### src/lcd_pkg.sv
// Shared types and constants for the character display command stream decoder.
// Holds mode and action codes, register indexes and the result record layout.
// No dependencies.
package lcd_pkg;

    // Number of glyph row bytes that follow the slot byte.
    localparam int GLYPH_ROWS = 8;

    // Argument store geometry.
    localparam int ARG_DEPTH = 8;
    localparam int ARG_IDX_W = 3;
    localparam int ARG_CNT_W = 4;

    // Decoder modes.
    localparam int MODE_W = 3;
    localparam logic [MODE_W-1:0] MODE_IDLE   = 3'd0;
    localparam logic [MODE_W-1:0] MODE_TEXT   = 3'd1;
    localparam logic [MODE_W-1:0] MODE_CHAR   = 3'd2;
    localparam logic [MODE_W-1:0] MODE_CURSOR = 3'd3;
    localparam logic [MODE_W-1:0] MODE_GLYPH  = 3'd4;
    localparam logic [MODE_W-1:0] MODE_BLINK  = 3'd5;

    // Display actions reported on the result stream.
    localparam int ACT_W = 3;
    localparam logic [ACT_W-1:0] ACT_DRAW      = 3'd0;
    localparam logic [ACT_W-1:0] ACT_CURSOR    = 3'd1;
    localparam logic [ACT_W-1:0] ACT_GLYPH     = 3'd2;
    localparam logic [ACT_W-1:0] ACT_BLINK_ON  = 3'd3;
    localparam logic [ACT_W-1:0] ACT_BLINK_OFF = 3'd4;
    localparam logic [ACT_W-1:0] ACT_CLEAR     = 3'd5;

    // Opcode register map.
    localparam int NUM_OPS  = 6;
    localparam int REG_IDX_W = 3;
    localparam logic [REG_IDX_W-1:0] REG_OP_CLEAR  = 3'd0;
    localparam logic [REG_IDX_W-1:0] REG_OP_TEXT   = 3'd1;
    localparam logic [REG_IDX_W-1:0] REG_OP_CHAR   = 3'd2;
    localparam logic [REG_IDX_W-1:0] REG_OP_CURSOR = 3'd3;
    localparam logic [REG_IDX_W-1:0] REG_OP_GLYPH  = 3'd4;
    localparam logic [REG_IDX_W-1:0] REG_OP_BLINK  = 3'd5;

    // Opcode values after reset, indexed by register number.
    localparam logic [7:0] OP_RESET [NUM_OPS] = '{8'd0, 8'd1, 8'd2, 8'd3, 8'd4, 8'd5};

    // Stream widths.
    localparam int IN_DATA_W  = 8;
    localparam int RESULT_W   = 99;
    localparam int OUT_DATA_W = 104;

    // One decoded result; action sits in the lowest bits.
    typedef struct packed {
        logic [63:0]      glyph_rows;
        logic [7:0]       glyph_slot;
        logic [7:0]       cursor_col;
        logic [7:0]       cursor_row;
        logic [7:0]       char_code;
        logic [ACT_W-1:0] action;
    } result_t;

endpackage

### src/lcd_command_stream_decoder.sv
// Top level of the character display command stream decoder.
// Each result is registered: in the result register, or in the skid register on a stall.
// Throughput: one byte per cycle while the skid is empty; bytes ending no command produce nothing.
// A two-entry output stage (result register plus skid register) keeps the input
// open while one result waits. Reset (rst_n, async, active low) returns to idle
// and reloads the opcode registers with their defaults; no clearing pass.
// Depends on lcd_pkg.
module lcd_command_stream_decoder
(
    input  logic                                  clk,
    input  logic                                  rst_n,
    // Command byte stream. s_tdata: [7:0] rx_byte
    input  logic                                  s_tvalid,
    output logic                                  s_tready,
    input  logic [lcd_pkg::IN_DATA_W-1:0]         s_tdata,
    // Result stream. m_tdata: [2:0] action, [10:3] char_code, [18:11] cursor_row,
    // [26:19] cursor_col, [34:27] glyph_slot, [98:35] glyph_rows, [103:99] zero
    output logic                                  m_tvalid,
    input  logic                                  m_tready,
    output logic [lcd_pkg::OUT_DATA_W-1:0]        m_tdata,
    // Opcode register port
    input  logic                                  psel,
    input  logic                                  penable,
    input  logic                                  pwrite,
    input  logic [4:0]                            paddr,
    input  logic [31:0]                           pwdata,
    output logic [31:0]                           prdata,
    output logic                                  pready
);

    logic [7:0]                       op_reg [lcd_pkg::NUM_OPS];
    logic [lcd_pkg::MODE_W-1:0]       mode_reg;
    logic [lcd_pkg::MODE_W-1:0]       mode_next;
    logic [lcd_pkg::ARG_CNT_W-1:0]    arg_count_reg;
    logic [lcd_pkg::ARG_CNT_W-1:0]    arg_count_next;
    logic [7:0]                       arg_byte_reg [lcd_pkg::ARG_DEPTH];
    logic                             arg_wr;

    lcd_pkg::result_t                 res;
    logic                             res_valid;
    lcd_pkg::result_t                 out_reg;
    logic                             out_valid_reg;
    lcd_pkg::result_t                 skid_reg;
    logic                             skid_valid_reg;

    logic                             in_fire;
    logic                             out_fire;
    logic                             cfg_wr;
    logic [lcd_pkg::REG_IDX_W-1:0]    cfg_idx;
    logic [7:0]                       rx_byte;
    logic [63:0]                      rows;

    assign rx_byte  = s_tdata;
    assign s_tready = !skid_valid_reg;
    assign in_fire  = s_tvalid && s_tready;
    assign out_fire = out_valid_reg && m_tready;
    assign m_tvalid = out_valid_reg;
    assign m_tdata  = {{(lcd_pkg::OUT_DATA_W - lcd_pkg::RESULT_W){1'b0}}, out_reg};

    // Configuration port: zero wait states, writes land on the access cycle.
    assign pready  = 1'b1;
    assign cfg_idx = paddr[4:2];
    assign cfg_wr  = psel && penable && pwrite && pready;

    always_ff @(posedge clk or negedge rst_n)
    begin
        if (!rst_n)
        begin
            for (int i = 0; i < lcd_pkg::NUM_OPS; i++)
            begin
                op_reg[i] <= lcd_pkg::OP_RESET[i];
            end
        end
        else if (cfg_wr && (cfg_idx < lcd_pkg::REG_IDX_W'(lcd_pkg::NUM_OPS)))
        begin
            op_reg[cfg_idx] <= pwdata[7:0];
        end
    end

    // Register readback; unmapped addresses read as zero.
    always_comb
    begin
        prdata = '0;
        if (cfg_idx < lcd_pkg::REG_IDX_W'(lcd_pkg::NUM_OPS))
        begin
            prdata = {24'd0, op_reg[cfg_idx]};
        end
    end

    // Glyph row assembly: stored rows follow the slot byte, the last row is live.
    always_comb
    begin
        rows = '0;
        for (int i = 0; i < lcd_pkg::ARG_DEPTH; i++)
        begin
            if (i < lcd_pkg::GLYPH_ROWS - 1)
            begin
                rows[8*i +: 8] = arg_byte_reg[lcd_pkg::ARG_IDX_W'(i + 1)];
            end
            else if (i == lcd_pkg::GLYPH_ROWS - 1)
            begin
                rows[8*i +: 8] = rx_byte;
            end
        end
    end

    // Command decode for the byte at the input.
    always_comb
    begin
        mode_next      = mode_reg;
        arg_count_next = arg_count_reg;
        arg_wr         = 1'b0;
        res_valid      = 1'b0;
        res            = '0;
        unique case (mode_reg)
            lcd_pkg::MODE_TEXT:
            begin
                if (rx_byte == 8'd0)
                begin
                    mode_next = lcd_pkg::MODE_IDLE;
                end
                else
                begin
                    res_valid     = 1'b1;
                    res.action    = lcd_pkg::ACT_DRAW;
                    res.char_code = rx_byte;
                end
            end
            lcd_pkg::MODE_CHAR:
            begin
                mode_next     = lcd_pkg::MODE_IDLE;
                res_valid     = 1'b1;
                res.action    = lcd_pkg::ACT_DRAW;
                res.char_code = rx_byte;
            end
            lcd_pkg::MODE_CURSOR:
            begin
                if (arg_count_reg != '0)
                begin
                    arg_count_next = '0;
                    mode_next      = lcd_pkg::MODE_IDLE;
                    res_valid      = 1'b1;
                    res.action     = lcd_pkg::ACT_CURSOR;
                    res.cursor_row = arg_byte_reg[0];
                    res.cursor_col = rx_byte;
                end
                else
                begin
                    arg_wr         = 1'b1;
                    arg_count_next = lcd_pkg::ARG_CNT_W'(1);
                end
            end
            lcd_pkg::MODE_GLYPH:
            begin
                if (arg_count_reg >= lcd_pkg::ARG_CNT_W'(lcd_pkg::GLYPH_ROWS))
                begin
                    arg_count_next = '0;
                    mode_next      = lcd_pkg::MODE_IDLE;
                    res_valid      = 1'b1;
                    res.action     = lcd_pkg::ACT_GLYPH;
                    res.glyph_slot = arg_byte_reg[0];
                    res.glyph_rows = rows;
                end
                else
                begin
                    arg_wr         = 1'b1;
                    arg_count_next = arg_count_reg + lcd_pkg::ARG_CNT_W'(1);
                end
            end
            lcd_pkg::MODE_BLINK:
            begin
                mode_next  = lcd_pkg::MODE_IDLE;
                res_valid  = 1'b1;
                res.action = (rx_byte != 8'd0) ? lcd_pkg::ACT_BLINK_ON
                                               : lcd_pkg::ACT_BLINK_OFF;
            end
            default:
            begin
                // Idle: opcode match, first register in map order wins.
                mode_next = lcd_pkg::MODE_IDLE;
                priority if (rx_byte == op_reg[lcd_pkg::REG_OP_CLEAR])
                begin
                    res_valid  = 1'b1;
                    res.action = lcd_pkg::ACT_CLEAR;
                end
                else if (rx_byte == op_reg[lcd_pkg::REG_OP_TEXT])
                begin
                    mode_next = lcd_pkg::MODE_TEXT;
                end
                else if (rx_byte == op_reg[lcd_pkg::REG_OP_CHAR])
                begin
                    mode_next = lcd_pkg::MODE_CHAR;
                end
                else if (rx_byte == op_reg[lcd_pkg::REG_OP_CURSOR])
                begin
                    mode_next      = lcd_pkg::MODE_CURSOR;
                    arg_count_next = '0;
                end
                else if (rx_byte == op_reg[lcd_pkg::REG_OP_GLYPH])
                begin
                    mode_next      = lcd_pkg::MODE_GLYPH;
                    arg_count_next = '0;
                end
                else if (rx_byte == op_reg[lcd_pkg::REG_OP_BLINK])
                begin
                    mode_next = lcd_pkg::MODE_BLINK;
                end
                else
                begin
                    mode_next = lcd_pkg::MODE_IDLE;
                end
            end
        endcase
    end

    // Decoder state.
    always_ff @(posedge clk or negedge rst_n)
    begin
        if (!rst_n)
        begin
            mode_reg      <= lcd_pkg::MODE_IDLE;
            arg_count_reg <= '0;
        end
        else if (in_fire)
        begin
            mode_reg      <= mode_next;
            arg_count_reg <= arg_count_next;
        end
    end

    // Argument bytes: slot or row in entry 0, glyph rows in the entries after it.
    always_ff @(posedge clk)
    begin
        if (in_fire && arg_wr)
        begin
            arg_byte_reg[arg_count_reg[lcd_pkg::ARG_IDX_W-1:0]] <= rx_byte;
        end
    end

    // Output stage: result register with a skid entry behind it.
    always_ff @(posedge clk or negedge rst_n)
    begin
        if (!rst_n)
        begin
            out_valid_reg  <= 1'b0;
            skid_valid_reg <= 1'b0;
        end
        else if (skid_valid_reg)
        begin
            if (out_fire)
            begin
                skid_valid_reg <= 1'b0;
            end
        end
        else if (in_fire && res_valid)
        begin
            if (out_valid_reg && !m_tready)
            begin
                skid_valid_reg <= 1'b1;
            end
            else
            begin
                out_valid_reg <= 1'b1;
            end
        end
        else if (out_fire)
        begin
            out_valid_reg <= 1'b0;
        end
    end

    always_ff @(posedge clk)
    begin
        if (skid_valid_reg)
        begin
            if (out_fire)
            begin
                out_reg <= skid_reg;
            end
        end
        else if (in_fire && res_valid)
        begin
            if (out_valid_reg && !m_tready)
            begin
                skid_reg <= res;
            end
            else
            begin
                out_reg <= res;
            end
        end
    end

    // The skid entry is only ever occupied behind a held result.
    assert property (@(posedge clk) disable iff (!rst_n)
        skid_valid_reg |-> out_valid_reg)
        else $error("skid entry occupied while result register is empty");

    // Filling the skid entry requires a stalled result transaction in the previous cycle.
    assert property (@(posedge clk) disable iff (!rst_n)
        $rose(skid_valid_reg) |-> $past(out_valid_reg && !m_tready))
        else $error("skid entry filled without output stall");

    // Argument count never passes the glyph row count.
    assert property (@(posedge clk) disable iff (!rst_n)
        arg_count_reg <= lcd_pkg::ARG_CNT_W'(lcd_pkg::GLYPH_ROWS))
        else $error("argument count out of range");

    // Returning to idle always leaves the argument count cleared.
    assert property (@(posedge clk) disable iff (!rst_n)
        (mode_reg == lcd_pkg::MODE_IDLE) |-> (arg_count_reg == '0))
        else $error("argument count not cleared in idle");

endmodule

### config.mk
export PLATFORM = sky130hd
export DESIGN_NAME = lcd_command_stream_decoder
export DESIGN_NICKNAME = d
export VERILOG_FILES = /design/src/lcd_pkg.sv /design/src/lcd_command_stream_decoder.sv
export SDC_FILE = /design/constraint.sdc
export NUM_CORES = 1
export LEC_CHECK = 0
export BUFFER_PORTS_ARGS = -buffer_cell sky130_fd_sc_hd__buf_2
export CAP_MARGIN = 0
export CORE_MARGIN = 3
export CORE_UTILIZATION = 50
export DETAILED_ROUTE_END_ITERATION = 12
export PLACE_DENSITY = 0.7
export SLEW_MARGIN = 5
export SYNTH_ARGS = -nofsm -noshare
export SYNTH_HDL_FRONTEND = slang
export SYNTH_SLANG_ARGS = --single-unit
export TNS_END_PERCENT = 100
### constraint.sdc
create_clock -name clk -period 21.1 [get_ports clk]
set_clock_uncertainty 0.05 [all_clocks]
set_input_delay 6.33 -clock clk [delete_from_list [all_inputs] [get_ports clk]]
set_output_delay 6.33 -clock clk [all_outputs]
set_load 0.01 [all_outputs]
### After elaboration in Yosys (flattened, before gate mapping)

Memory sizes are Yosys's and may differ from the RTL's.
Cells that the tools add are included.

* register bits: 255
* bits of input ports: 52
* word-level logic and storage cells: 132
* RAM bits: 64
* output and inout port bits: 139
* memories kept: 1

Memory list
* arg_byte_reg: depth 8, width 8, read ports 8, clocked after memory_dff 0, write ports 1, line lcd_command_stream_decoder.sv:36 `logic [7:0] arg_byte_reg [lcd_pkg::ARG_DEPTH];`

* eq/ne operators: 20
* reduce and logical (&&, ||, !) cells: 24
* order comparisons: 4
* add/subtract/negate cells: 1
* bitwise operators: 3
* multiplexer cells: 57

Operators with widths (number)
* 2-to-1 mux 99 bit: 4
* 2-to-1 mux 72 bit: 2
* bitwise mux 48 bit: 1
* == test 8 bit: 6
* 2-to-1 mux 3 bit: 11
* 2-to-1 mux 16 bit: 2
* 2-to-1 mux 8 bit: 4
* binary-select mux 8 bit (select 3 bit): 1
* demux 8 bit (select 3 bit): 1
* 2-to-1 mux 4 bit: 6
* 2-to-1 mux 1 bit: 17
* case mux 8 bit (2 select lines): 1
* case mux 3 bit (5 select lines): 1
* case mux 3 bit (4 select lines): 1
* case mux 4 bit (3 select lines): 1
* 2-to-1 mux 11 bit: 1
* inequality test 2 bit (second input constant): 5
* logical AND 1 bit: 9
* inequality test 3 x 1 -> 1 bit (second input constant): 3
* AND reduction 3 bit: 3
* >= comparator 4 bit (second input constant): 2
* zero test 8 bit: 1
* nonzero test 4 bit: 2
* nonzero test 8 bit: 1
* 18 further kinds: 23

### Logic depth before layout (Yosys ltp)

Gate-level depths: netlist of the first run.

* depth in word-level cells: 8
* depth in mapped cells: 8

### Worst setup path after synthesis of the first run

OpenSTA, ideal clock, no wires.

* kind: input -> register
* from: input s_tdata[7] (netlist bit)
* to: register out_reg (netlist bit m_tdata[0]), enable pin
* slack: 5.785 ns
* data required time: 20.348 ns
* library setup time: 0.702 ns
* cell stages on the path: 7
* data arrival time: 14.563 ns
* path through: buf_6 xor2_1 nor4_1 and2_1 buf_6 a211oi_2 o31ai_1

* longest elaborated chain between the ends: 6

Ends and longest elaborated chain
* start, declared: line lcd_command_stream_decoder.sv:15 `input logic [lcd_pkg::IN_DATA_W-1:0] s_tdata,`
* == test 8 bit / zero test 8 bit (equally long branches): line lcd_command_stream_decoder.sv:181, lcd_command_stream_decoder.sv:118
* 2-to-1 mux 1 bit (on tied branches): line lcd_command_stream_decoder.sv:181, lcd_command_stream_decoder.sv:118
* case mux 1 bit (4 select lines) *: line lcd_command_stream_decoder.sv:115 `unique case (mode_reg)`
* logical AND 1 bit *: line lcd_command_stream_decoder.sv:281 `else if (in_fire && res_valid)`
* nonzero test 2 bit (no line) *
* AND reduction 3 bit (no line) *
* end signal, assigned: line lcd_command_stream_decoder.sv:278 `out_reg <= skid_reg;`
* end signal, assigned: line lcd_command_stream_decoder.sv:289 `out_reg <= res;`
* end, declared: line lcd_command_stream_decoder.sv:41 `lcd_pkg::result_t out_reg;`

Every way passes the cells marked *; elsewhere a longest branch is shown, timed or not.
A chain may end at the register's enable or synchronous reset.

### Worst setup path in the final report of the first run

* from: input paddr[2]
* to: output prdata[2]

* longest elaborated chain between the ends: 5

Ends and longest elaborated chain
* start, declared: line lcd_command_stream_decoder.sv:25 `input logic [4:0] paddr,`
* inverter 3 -> 4 bit (implied by the code): line lcd_command_stream_decoder.sv:86 `prdata = {24'd0, op_reg[cfg_idx]};`
* binary-select mux 8 bit (select 3 bit): line lcd_command_stream_decoder.sv:86
* 2-to-1 mux 8 bit (implied by the code) (2 in a row): line lcd_command_stream_decoder.sv:86
* 2-to-1 mux 8 bit *: line lcd_command_stream_decoder.sv:84 `if (cfg_idx < lcd_pkg::REG_IDX_W'(lcd_pkg::NUM_OPS))`
* end, declared: line lcd_command_stream_decoder.sv:27 `output logic [31:0] prdata,`

Every way passes the cells marked *; elsewhere a longest branch is shown, timed or not. The select of a mux whose other input is x is not followed.

==> metrics.md, run 1 <==
| Metric | Value |
|---|---|
| Fin. Hold Viols | 0 |
| Max cap viols | 0 |
| WL final | 27600 um |
| Combinational Power Share | 19.0% |
| Tightest Hold Check Type | reg -> reg |
| Remaining antenna violation count | 0 |
| Pwr Density | 111 nW/um^2 |
| Wire per inst | 20.3 um |
| Fillcell total | 2113 |
| Most frequent cells in the layout | edfxtp_1 (262), mux2_2 (152), buf_2 (134) |
| Nets | 1054 |
| Hpwl dp | 16400 um |
| Skew-Pair Late Insertion Delay | 0.53 ns |
| Synth Flop Type | edfxtp_1 |
| Internal Dissipation | 1.25 mW |
| Seq pwr share | 47.1% |
| Largest net degree at the start of global routing | 78 |
| CP Data Arrival Time | 7.75 ns |
| CTS Root Cell | clkbuf_16 |
| Clk slew on worst S/H paths | 0.06 ns |
| FMAX | 70.8 MHz |
| Final min period | 14.13 ns |
| # hold bufs at CTS | 0 |
| Fin util | 58.9% |
| CTS tree | done |
| Initial antenna violation count | 1 |
| GR Overflow Total | 0 |
| Post-synth top area cell | edfxtp_1 |
| H-tree Lvls | 2 |
| IO Port Bufs | 134 |
| NetSw | 0.472 mW |
| Post-CTS Setup Inserts | 0 |
| Total number of vias | 7395 |
| Starting Density | 51.5% |
| EDFF count, synth | 262 |
| Synth top area cells | edfxtp_1 (58%), mux2_2 (13%), dfrtp_1 (9.2%), and3_1 (3.5%), xor2_1 (2.1%) |
| Hold slack | 0.491 ns |
| Share of cells above drive strength 1 | 36.2% |
| TritonRoute pass-1 iters | 5 |
| Ant. Diodes | 0 |
| Share of the synthesized area in the top cell type | 58.0% |
| Die footprint | 29100 um^2 |
| Vias in the first global route | 7352 |
| Power, Total | 1.72 mW |
| Total track usage | 19.0% |
| CTS Buf Count | 35 |
| Startpoint types | input pin |
| Number of max-slew violations in the final report | 0 |
| Seq/Total Area, Yosys | 68.6% |
| Die Ht | 171 um |
| VDD IR max | 0.0630 mV |
| Most common cell after layout, fill and taps aside | edfxtp_1 |
| Met3 usage | 3.90% |
| GP Congestion | 0.800 |
| Clock power share | 33.9% |
| Outcome | finished clean |
| Synth Cell Area | 13600 um^2 |
| Drt via density | 5.43 |
| Period Utilization, post-route | 66.9% |
| #FFs+latches synth | 319 |
| Critical path type | in -> out |
| Crit Path Max Fanout | 23 |
| DRC viols | 0 |
| Met2 usage | 30.3% |
| Worst Tran Pin Value | 1.08 ns |
| Synth cell types | 49 |
| DR iter-0 viols | 532 |
| Layout area overhead | 14.4% |
| Endpoints failing setup | 0 |
| First-pass GRT wire length | 43000 um |
| TritonCTS Sinks | 319 |
| CTS Buffer Depth | 3 |
| Setup crit end kind | primary output |
| GRT met1 Usage | 27.1% |
| RSZ-0062 raised after global routing | false |
| Static leakage | 6.34 nW |
| Syn_area_per_cell | 15.7 um^2 |
| CP Data Required Time | 14.72 ns |
| Ys Warns | 0 |
| Most used routing layer in global routing | met2 |
| Ys async rst share | 17.9% |
| # rows | 59 |
| Net Sw Frac | 27.4% |
| Top Ports | 191 |
| Relative slew slack | 27.4% |
| # resized after CTS | 0 |
| Synth Instances | 865 |
| Die Width | 171 um |
| CORE AREA | 26400 um^2 |
| Setup TNS | 0 ns |
-- cells by family (layout without fill, tap and decap cells) --
kind of cell	Yosys count	in the layout	synth area share, %
muxes	164	164	13.9
DFF	319	319	68.6
adders and majority gates	2	2	0.184
AOI/OAI and AO/OA	52	52	2.54
and+or+nand+nor	189	189	7.90
other	2	30	0.0554
xor gates and xnor gates	48	48	3.10
buffers and inverters	89	222	3.77
-- through the flow --
stage | worst slack, ns | cell area, um^2 | std cells
CTS | 6.96 | 15500 | 1361
detailed placement | 6.97 | 14400 | 1298
global route | 6.90 | 15500 | 1361
global placement | 7.02 | 14400 | 1298
floorplan | 5.79 | 13700 | 893
finish | 6.97 | 15500 | 1361
-- power by group through the flow --
stage | sequential [mW] | clock (mW) | combinational (mW)
after detailed placement | 0.825 | 0 | 0.331
final | 0.812 | 0.583 | 0.327
after CTS | 0.813 | 0.597 | 0.333
after floorplan | 0.851 | 0 | 0.211
after global routing | 0.820 | 0.623 | 0.358
after global placement | 0.824 | 0 | 0.326
-- cell usage after synthesis (2+ instances only) --
cell,n
edfxtp_1,262
buf_1,4
buf_2,6
buf_4,35
inv_1,11
nand2b_1,3
nand4_1,6
nor2b_1,4
o21ai_0,10
xnor2_1,16
o31ai_1,2
mux2_2,152
o21ai_1,3
clkbuf_1,26
nand2_1,25
a21oi_2,3
nand3_1,8
buf_6,5
a22oi_1,4
conb_1,2
nor2_1,22
a211oi_1,2
a21boi_0,2
nor3_1,4
and2_1,25
and3_1,75
mux2i_1,8
ha_1,2
a21oi_1,10
mux4_2,4
nor4_1,11
nor3_2,2
o22ai_1,8
dfstp_2,7
a211oi_2,2
xor2_1,32
dfrtp_1,50
-- cell type report --
type / count / area [um^2] / area share, %
clock buffers: 47 / 941 / 6.06
inverters: 12 / 47.5 / 0.306
clock inverters: 16 / 161 / 1.04
flip-flops and latches: 319 / 9300 / 60.0
well taps: 335 / 419 / 2.70
multi-input cells: 485 / 3870 / 25.0
repair buffers: 147 / 768 / 4.95
-- worst max-delay path, cell delays in order --
cell,delay (ns)
buf_2,0.47
mux4_2,0.60
inv_1,0.11
o22ai_1,0.09
buf_2,0.16
-- metal layers --
layer	wire length [um]	vias up
met2	13300	206
met1	12400	3691
met5	9	-
met3	1380	45
li1	-	3451
met4	457	2
-- path summary, 6_finish.rpt --
path,startpoint,endpoint,slack (ns),cells past startpoint
setup / recovery,paddr[2],prdata[2],6.97,5
hold / removal,skid_reg[38],m_tdata[38],0.49,1
setup reg to reg,op_reg[46],skid_reg[44],17.03,7
hold reg to reg,skid_reg[38],m_tdata[38],0.49,1
max in group asynchronous,rst_n,arg_count_reg[3],14.56,2
min in group asynchronous,rst_n,op_reg[31],5.92,2
(Power assumes the default switching activity.)
==> inputs of run 2 (changes only) <==
==> constraint.sdc (replaced) <==
create_clock -name clk -period 13.2 [get_ports clk]
set_clock_uncertainty 0.05 [all_clocks]
set_input_delay 3.96 -clock clk [delete_from_list [all_inputs] [get_ports clk]]
set_output_delay 3.96 -clock clk [all_outputs]
set_load 0.01 [all_outputs]
==> run 2 against run 1 <==
Effect of this change:
- sequential share of layout area is 0.053 points higher
- non-clock buffer count stayed put
- first-iteration DRC count is 13% lower
- utilization is 0.052 points lower
- highest routed layer unchanged
- register-to-register slack worse by 7.9 ns
- critical path depth stayed put
- via count is 0.37% lower
- largest power group unchanged
- cell count hardly changed
- flip-flop and latch count stayed put
- hold slack hardly changed
- largest cell class unchanged
==> metrics.md, run 2 (synthesis results as in run 1) <==
| Metric | Value |
|---|---|
| Outcome | finished clean |
| Power, Total | 2.74 mW |
| Nets | 1053 |
| Met2 usage | 29.9% |
| CTS Buffer Depth | 3 |
| TritonCTS Sinks | 319 |
| # hold bufs at CTS | 0 |
| Die Width | 171 um |
| Final min period | 9.39 ns |
| CP Data Arrival Time | 5.38 ns |
| Pwr Density | 177 nW/um^2 |
| Relative slew slack | 23.3% |
| Hpwl dp | 16300 um |
| Most used routing layer in global routing | met2 |
| Setup TNS | 0 ns |
| Share of cells above drive strength 1 | 36.7% |
| GP Congestion | 0.807 |
| IO Port Bufs | 134 |
| DR iter-0 viols | 463 |
| Die footprint | 29100 um^2 |
| FMAX | 107 MHz |
| Met3 usage | 3.40% |
| Setup crit end kind | primary output |
| VDD IR max | 0.0910 mV |
| GR Overflow Total | 0 |
| RSZ-0062 raised after global routing | false |
| Skew-Pair Late Insertion Delay | 0.52 ns |
| CTS tree | done |
| Setup ws final | 3.81 ns |
| Total track usage | 18.6% |
| WL final | 27200 um |
| Top Ports | 191 |
| Hold slack | 0.491 ns |
| CP Data Required Time | 9.19 ns |
| # rows | 59 |
| Static leakage | 6.33 nW |
| Drt via density | 5.42 |
| Tightest Hold Check Type | reg -> reg |
| DRC viols | 0 |
| TritonRoute pass-1 iters | 4 |
| Initial antenna violation count | 1 |
| Fin util | 58.8% |
| H-tree Lvls | 2 |
| CTS Root Cell | clkbuf_16 |
| CTS Buf Count | 34 |
| First-pass GRT wire length | 42200 um |
| Endpoints failing setup | 0 |
| Wire per inst | 20.0 um |
| Remaining antenna violation count | 0 |
| Fin. Hold Viols | 0 |
| Starting Density | 51.5% |
| Dpl ws | 3.84 ns |
| Clk slew on worst S/H paths | 0.06 ns |
| Total number of vias | 7368 |
| Worst Tran Pin Value | 1.14 ns |
| Period Utilization, post-route | 71.1% |
| Ant. Diodes | 0 |
| Largest net degree at the start of global routing | 78 |
| CORE AREA | 26400 um^2 |
| Die Ht | 171 um |
| # resized after CTS | 0 |
| Number of max-slew violations in the final report | 0 |
| Startpoint types | input pin |
| Max cap viols | 0 |
| Most frequent cells in the layout | edfxtp_1 (262), mux2_2 (152), buf_2 (134) |
| Post-CTS Setup Inserts | 0 |
| Critical path type | in -> out |
| Crit Path Max Fanout | 23 |
| Vias in the first global route | 7425 |
| Fillcell total | 2067 |
| Most common cell after layout, fill and taps aside | edfxtp_1 |
| Layout area overhead | 14.3% |
| GRT met1 Usage | 26.5% |
==> run 2: cell type report <==
| cell class | count | area [um^2] | share of cell area (%) |
|---|---|---|---|
| clock inverter | 20 | 198 | 1.28 |
| clock buffer | 42 | 891 | 5.75 |
| timing repair buffer | 147 | 768 | 4.96 |
| sequential | 319 | 9300 | 60.0 |
| inverter | 12 | 47.5 | 0.307 |
| tap | 335 | 419 | 2.70 |
| multi-input combinational | 485 | 3870 | 25.0 |
==> run 2: per-layer routing <==
layer / routed length, um / share of wire [%] / vias to the layer above
li1: - / - / 3464
met1: 12100 / 45 / 3689
met2: 13200 / 49 / 176
met3: 1370 / 5.0 / 37
met4: 486 / 1.8 / 2
met5: 13 / 0.048 / -
==> run 2: final timing paths <==
kind,from,endpoint,slack (ns),depth (start not counted)
max,paddr[2],prdata[2],3.81,5
min,skid_reg[52],m_tdata[52],0.49,1
max reg2reg,op_reg[46],skid_reg[10],9.11,7
min reg2reg,skid_reg[52],m_tdata[52],0.49,1
max in group asynchronous,rst_n,arg_count_reg[3],9.02,2
min in group asynchronous,rst_n,op_reg[24],3.53,2
==> run 2: critical path, stage by stage <==
cell,delay [ns]
buf_2,0.46
mux4_2,0.58
inv_1,0.12
o22ai_1,0.09
buf_2,0.15
==> run 2: report_power, final <==
| part | leakage [nW] | total (mW) | internal [mW] | switching, mW |
|---|---|---|---|---|
| logic | 2.58 | 0.521 | 0.216 | 0.305 |
| registers | 3.22 | 1.30 | 1.24 | 0.0608 |
| clock network | 0.532 | 0.924 | 0.544 | 0.380 |
==> run 2: metrics by stage <==
| stage | cells | area [um^2] |
|---|---|---|
| after CTS | 1360 | 15500 |
| final | 1360 | 15500 |
| after detailed placement | 1298 | 14400 |
| after global routing | 1360 | 15500 |
| after floorplan | 893 | 13700 |
| after global placement | 1298 | 14400 |
==> inputs of run 3 (changes only) <==
==> constraint.sdc (replaced) <==
create_clock -name clk -period 9.5 [get_ports clk]
set_clock_uncertainty 0.05 [all_clocks]
set_input_delay 2.85 -clock clk [delete_from_list [all_inputs] [get_ports clk]]
set_output_delay 2.85 -clock clk [all_outputs]
set_load 0.01 [all_outputs]
==> run 3 against run 2 <==
Effect of this change:
- routed wire length increased by 2.5%
- critical path depth unchanged
- design area decreased by 0.47%
- utilization decreased by 0.28 points
- clock-buffer cell count increased by 3
- critical endpoint unchanged
- largest cell class unchanged
- largest power group unchanged
==> metrics.md, run 3 (synthesis results as in run 1) <==
| Metric | Value |
|---|---|
| Hpwl dp | 16400 um |
| Share of cells above drive strength 1 | 36.0% |
| Reg2reg end | skid_reg[8] |
| Nets | 1051 |
| Total number of vias | 7448 |
| Die Width | 171 um |
| GP Congestion | 0.809 |
| CTS Buf Count | 34 |
| CTS Buffer Depth | 3 |
| Clk slew on worst S/H paths | 0.05 ns |
| Startpoint types | input pin |
| DRC viols | 0 |
| Tightest Hold Check Type | reg -> reg |
| Fin. Hold Viols | 0 |
| # hold bufs at CTS | 0 |
| WL final | 27900 um |
| Wire per inst | 20.5 um |
| Final min period | 7.16 ns |
| R2R setup slack | 6.32 ns |
| Die footprint | 29100 um^2 |
| CORE AREA | 26400 um^2 |
| First-pass GRT wire length | 42800 um |
| Fillcell total | 2024 |
| Hold depth | 1 |
| Critical path type | in -> out |
| Hold slack | 0.497 ns |
| IO Port Bufs | 134 |
| Outcome | finished clean |
| Max cap viols | 0 |
| CP Data Required Time | 6.60 ns |
| Most frequent cells in the layout | edfxtp_1 (262), mux2_2 (152), buf_2 (134) |
| FMAX | 140 MHz |
| R2R Path Start | arg_count_reg[3] |
| Hold endpoint | m_tdata[39] |
| Relative slew slack | 25.5% |
| # resized after CTS | 0 |
| CTS tree | done |
| Drt via density | 5.49 |
| Setup TNS | 0 ns |
| Post-CTS Setup Inserts | 0 |
| Starting Density | 51.5% |
| Top Ports | 191 |
| GR Overflow Total | 0 |
| Period Utilization, post-route | 75.3% |
| Layout area overhead | 13.7% |
| Die Ht | 171 um |
| Setup crit end kind | primary output |
| DR iter-0 viols | 500 |
| Worst hold start | skid_reg[39] |
| Number of max-slew violations in the final report | 0 |
| Largest net degree at the start of global routing | 78 |
| VDD IR max | 0.130 mV |
| Worst Tran Pin Value | 1.11 ns |
| Initial antenna violation count | 2 |
| RSZ-0062 raised after global routing | false |
| Endpoints failing setup | 0 |
| Remaining antenna violation count | 0 |
| Ant. Diodes | 0 |
| Most common cell after layout, fill and taps aside | edfxtp_1 |
| H-tree Lvls | 2 |
| Pwr Density | 244 nW/um^2 |
| Vias in the first global route | 7393 |
| Static leakage | 6.30 nW |
| Crit Path Max Fanout | 23 |
| TritonCTS Sinks | 319 |
| Total track usage | 19.0% |
| FF-to-FF path depth | 6 |
| TritonRoute pass-1 iters | 5 |
| Skew-Pair Late Insertion Delay | 0.51 ns |
| CP Data Arrival Time | 4.26 ns |
| # rows | 59 |
| CTS Root Cell | clkbuf_16 |
-- run 3: area by class of cell --
| class | count | area [um^2] | share of cell area [%] |
|---|---|---|---|
| clock buffers | 45 | 923 | 5.98 |
| clock inverters | 16 | 101 | 0.657 |
| inverters | 12 | 47.5 | 0.308 |
| multi-input cells | 485 | 3880 | 25.2 |
| flip-flops and latches | 319 | 9300 | 60.3 |
| well taps | 335 | 419 | 2.72 |
| repair buffers | 145 | 753 | 4.88 |
-- run 3: per-layer routing --
layer	global-route usage (%)	routed length (um)
met2	30.7	13300
met5	0	26
met3	3.47	1500
met1	26.8	12500
met4	5.33	506
-- run 3: worst max-delay path by stage --
stage | startpoint | endpoint | slack [ns] | depth (start not counted)
CTS | paddr[2] | prdata[2] | 2.37 | 5
floorplan | s_tdata[7] | m_tdata[0] | 0.77 | 7
global route | paddr[2] | prdata[2] | 2.28 | 5
global placement | paddr[2] | prdata[2] | 2.38 | 5
detailed placement | paddr[2] | prdata[2] | 2.38 | 5
finish | paddr[2] | prdata[2] | 2.34 | 5
-- run 3: critical path: stages --
cell and delay [ns]:
buf_2 0.46, mux4_2 0.58, inv_1 0.12, o22ai_1 0.08, buf_2 0.15
-- run 3: report_power, final --
group	total [mW]	leakage (nW)	switching, mW	internal [mW]
sequential	1.84	3.22	0.124	1.72
clock	1.23	0.500	0.520	0.711
combinational	0.685	2.58	0.387	0.298
total	3.76	6.30	1.03	2.73
-- run 3: stage by stage --
step           worst slack, ns  std cells  total power [mW]  area (um^2)  util [%]
2_1_floorplan            0.771        893              2.35        13700         -
3_3_place_gp              2.38       1296              2.55        14400      54.7
3_5_place_dp              2.38       1296              2.57        14400      54.7
4_1_cts                   2.37       1357              3.80        15400      58.5
5_1_grt                   2.28       1357              3.93        15400      58.5
6_report                  2.34       1357              3.76        15400      58.5
